==> src/design/gmvn_pkg.sv <==
// Shared constants, types and the triangle offset table of the grid mesh
// vertex normal unit. Used by the multiplier, the top level and the checker; depends on nothing.
`default_nettype none
package gmvn_pkg;

  // Grid limits.
  localparam int MAX_SIDE  = 64;
  localparam int MAX_VERTS = 4096;
  localparam int ADDR_W    = $clog2(MAX_VERTS);

  // Field widths.
  localparam int IDX_W   = 12;
  localparam int COORD_W = 16;
  localparam int SIDE_W  = 7;
  localparam int VERT_W  = 3 * COORD_W;

  // Shared multiplier operand and product widths.
  localparam int MUL_W  = 18;
  localparam int PROD_W = 2 * MUL_W;

  // Request function codes.
  localparam logic FUNC_WRITE = 1'b0;
  localparam logic FUNC_READ  = 1'b1;

  // Configuration register indexes.
  localparam logic CFG_WIDTH  = 1'b0;
  localparam logic CFG_HEIGHT = 1'b1;

  // Result status codes.
  localparam logic [1:0] ST_OK      = 2'd0;
  localparam logic [1:0] ST_ZERO    = 2'd1;
  localparam logic [1:0] ST_OUTSIDE = 2'd2;

  // Neighbor offsets relative to the requested vertex.
  typedef enum logic [2:0] {
    OFS_C  = 3'd0,
    OFS_UL = 3'd1,
    OFS_U  = 3'd2,
    OFS_L  = 3'd3,
    OFS_R  = 3'd4,
    OFS_D  = 3'd5,
    OFS_DR = 3'd6
  } ofs_t;

  localparam int NUM_TRI = 6;

  // Corner k of touching triangle tri_n, in face vector order (v1, v2, v3).
  function automatic ofs_t tri_ofs(input logic [2:0] tri_n, input logic [1:0] k);
    ofs_t o;
    o = OFS_C;
    case (tri_n)
      3'd0: o = (k == 2'd0) ? OFS_UL : (k == 2'd1) ? OFS_L : OFS_C;
      3'd1: o = (k == 2'd0) ? OFS_C  : (k == 2'd1) ? OFS_U : OFS_UL;
      3'd2: o = (k == 2'd0) ? OFS_U  : (k == 2'd1) ? OFS_C : OFS_R;
      3'd3: o = (k == 2'd0) ? OFS_D  : (k == 2'd1) ? OFS_C : OFS_L;
      3'd4: o = (k == 2'd0) ? OFS_C  : (k == 2'd1) ? OFS_D : OFS_DR;
      3'd5: o = (k == 2'd0) ? OFS_DR : (k == 2'd1) ? OFS_R : OFS_C;
      default: o = OFS_C;
    endcase
    return o;
  endfunction

endpackage
`default_nettype wire

==> src/design/gmvn_mul.sv <==
// Shared signed multiplier with a registered product, used for the cross
// products and the squared magnitudes. Depends on gmvn_pkg.
`default_nettype none
module gmvn_mul (
  input  wire logic                               clk,
  input  wire logic signed [gmvn_pkg::MUL_W-1:0]  a,
  input  wire logic signed [gmvn_pkg::MUL_W-1:0]  b,
  output logic      signed [gmvn_pkg::PROD_W-1:0] p
);

  // One product per cycle, available on the next cycle.
  always_ff @(posedge clk) begin
    p <= a * b;
  end

endmodule
`default_nettype wire

==> config.mk <==
export PLATFORM = sky130hd
export DESIGN_NAME = gmvn_mul
export DESIGN_NICKNAME = d
export VERILOG_FILES = /design/src/design/gmvn_pkg.sv /design/src/design/gmvn_mul.sv
export SDC_FILE = /design/constraint.sdc
export NUM_CORES = 1
export LEC_CHECK = 0
export CAP_MARGIN = 20
export CORE_UTILIZATION = 55
export DETAILED_ROUTE_END_ITERATION = 6
export DONT_BUFFER_PORTS = 1
export PLACE_DENSITY = 0.78
export SKIP_LAST_GASP = 1
export SLEW_MARGIN = 20
export SYNTH_ARGS = -nofsm -noshare
export SYNTH_HDL_FRONTEND = slang
export SYNTH_SLANG_ARGS = --single-unit
==> constraint.sdc <==
create_clock -name clk -period 9.45 [get_ports clk]
set_input_delay 0 -clock clk [delete_from_list [all_inputs] [get_ports clk]]
set_output_delay 0 -clock clk [all_outputs]
set_load 0.01 [all_outputs]
==> results.ini <==
[run_status]
outcome = complete, no violations

[detailed_routing]
drc_errors = 0
drt_iter0_drc = 497
routed_wl_mm = 30.2
avgViaCountPerCell = 5.37
avgRoutedWirePerCell_um = 18.2
drt_first_pass_iters = 5
vias = 8902
antenna_left = 0

[die]
die_width_um = 155
core-area_um2 = 22800
core.rowCount = 55
die-area_um2 = 24100
io_pins = 73
floorplan.initialDensity_pct = 56.5
die_height_um = 155

[placed_design]
gp_routability_congestion = 0.874
dp_hpwl_mm = 25.0
portBuffers = 0

[sta]
timing.final.crit_period_ns = 5.97
layout_worst_path_cycle_share_pct = 63.2
finalHoldViolations = 0
tightest_slew_ns = 0.656
final-setup-viol-count = 0
rsz_0062_raised_after_global_routing = no
maxSlewViolCount = 0
maxSlewHeadroom_pct = 56.2
totalNegativeSetupSlack_ns = 0
max_freq_ghz = 0.167

[logic_synthesis]
netlist_top_cells_area = fa_1 51%, inv_1 11%, ha_1 9.0%, and2_1 7.9%, dfxtp_1 5.6%
synth_most_common_cell = inv_1
yosys_warnings = 0
cell_area_after_synthesis_um2 = 12900
synth_top_flop_cell = dfxtp_1
synth.lib_cells_used.distinct = 48
seq_area_frac_synth_pct = 5.58
synth_top_cell_area_share_pct = 51.0
register_bit_count_reported_by_yosys = 36
syn_area_per_cell_um2 = 9.37
synth_fp_nets = 1837
async_set_reset_flop_share_out_of_synthesis_pct = 0
syn-instance-count = 1378
post-synth-top-area-cell = fa_1
netlist_top_cells_count = 371 x inv_1, 329 x fa_1, 163 x and2_1
synth_edf_count = 0

[setup_path]
worst_setup_path_startpoint = b[1]
critical_path_arrival_ns = 6.20
cp_max_fo = 18
required_ns = 9.68
crit_path_category = in2reg
cp-end-kind = flop
start_kind = input pin
setup.worst_path.end = p[35]$_DFF_P_

[global_routing]
gr-max-usage-layer = met2
globalRouteOverflowTotal = 0
gr-usage-met2_pct = 45.5
via_count_of_the_first_global_routing_pass = 9675
grt_start_max_net_pins = 20
global_route_wire_length_before_repair_mm = 49.5
m3_gr_usage_pct = 8.08
grt.total_usage_pct = 27.1
use_met1_pct = 33.5
antenna_found_initial = 0

[clock_tree]
cts_max_level = 2
cts_buf_count = 5
clkTransAtPathRegs_ns = 0.06
clockBufferDepth = 2
cts_setup_buffers = 0
tritoncts = done
numClockSinks = 36
clockRootBuffer = clkbuf_16

[cells_and_area]
finalCoreUtilization_pct = 58.4
num_antenna_cells = 0
reg_top3 = p (36)
drive_above_1_share_pct = 1.63
max_flop_register = p
flip_flop_count_of_the_largest_register_all_copies_and_words_added = 36
finalNetCount = 1804
syn2layout_area_growth_pct = 3.33

[job]
drv_cap = 0

[worst_hold_path]
timing.hold.worst.class = in2reg

cells in the final DEF, fill, tap and decap left out, drive strengths merged, types with 17 or more instances in the layout:
cell type,netlist,final
dfxtp,36,36
a21oi,22,22
ha,93,93
and2,163,163
nor2,18,18
fa,329,329
nor2b,17,17
inv,371,371
xnor2,32,32
nand2,157,157
area by class of cell:
class                   count  area, um2
multi-input cells         927      10600
fillers                  1951       9500
clock inverters             3       42.5
clock buffers               5        125
flip-flops and latches     36        721
repair buffers              4       35.0
inverters                 371       1390
well taps                 313        392
logic make-up after synthesis:
group / count (synthesis) / synth area share, %
multiplexers: 2 / 0.165
adder cells (fa/ha/maj): 422 / 60.0
AO/OA/AOI/OAI: 82 / 4.48
buffers and inverters: 415 / 12.1
flip-flops: 36 / 5.58
XOR/XNOR: 34 / 2.31
AND/OR/NAND/NOR: 387 / 15.4
worst min path at each step:
stage	start	end	slack (ns)	cells past startpoint
final	a[1]	p[1]$_DFF_P_	0.05	2
after global routing	b[3]	p[3]$_DFF_P_	0.04	2
after detailed placement	a[0]	p[0]$_DFF_P_	0.25	1
after floorplan	a[0]	p[0]$_DFF_P_	0.12	1
after global placement	a[0]	p[0]$_DFF_P_	0.25	1
after CTS	b[3]	p[3]$_DFF_P_	0.04	2
worst max-delay path, stage by stage:
cell       delay [ns]
and2_1           0.18
fa_1             0.62
inv_1            0.14
fa_1             0.47
inv_1            0.11
ha_1             0.45
inv_1            0.26
fa_1             0.56
inv_1            0.05
fa_1             0.55
inv_1            0.05
fa_1             0.48
inv_1            0.04
ha_1             0.35
and3_1           0.27
and4_1           0.19
o211ai_1         0.10
o211ai_1         0.20
o41ai_1          0.57
o2111ai_1        0.20
a21oi_1          0.20
xnor2_1          0.12
metrics by stage:
stage | hold slack (ns) | cell area [um2] | std cells | worst slack (ns)
3_5_place_dp | 0.254 | 13200 | 1649 | 3.15
5_1_grt | 0.0433 | 13300 | 1659 | 3.04
6_report | 0.0500 | 13300 | 1659 | 3.48
4_1_cts | 0.0439 | 13300 | 1659 | 3.43
2_1_floorplan | 0.122 | 12900 | 1378 | 3.42
3_3_place_gp | 0.250 | 13200 | 1649 | 3.20
layer usage:
metal,wire [um],share of wire (%),vias to the layer above
met5,0,0,-
met4,1080,3.6,0
met3,2800,9.3,83
met2,14900,49,377
met1,11400,38,4536
li1,-,-,3906
timing repair:
item                                   4_1_cts  5_1_grt
gates resized for setup                      0        0
endpoints found under the hold margin        1        0
hold buffers                                 2        0
Power is left out: the tool's default activity adds up to more than one toggle a clock period on the data nets, which glitch-free logic cannot reach.
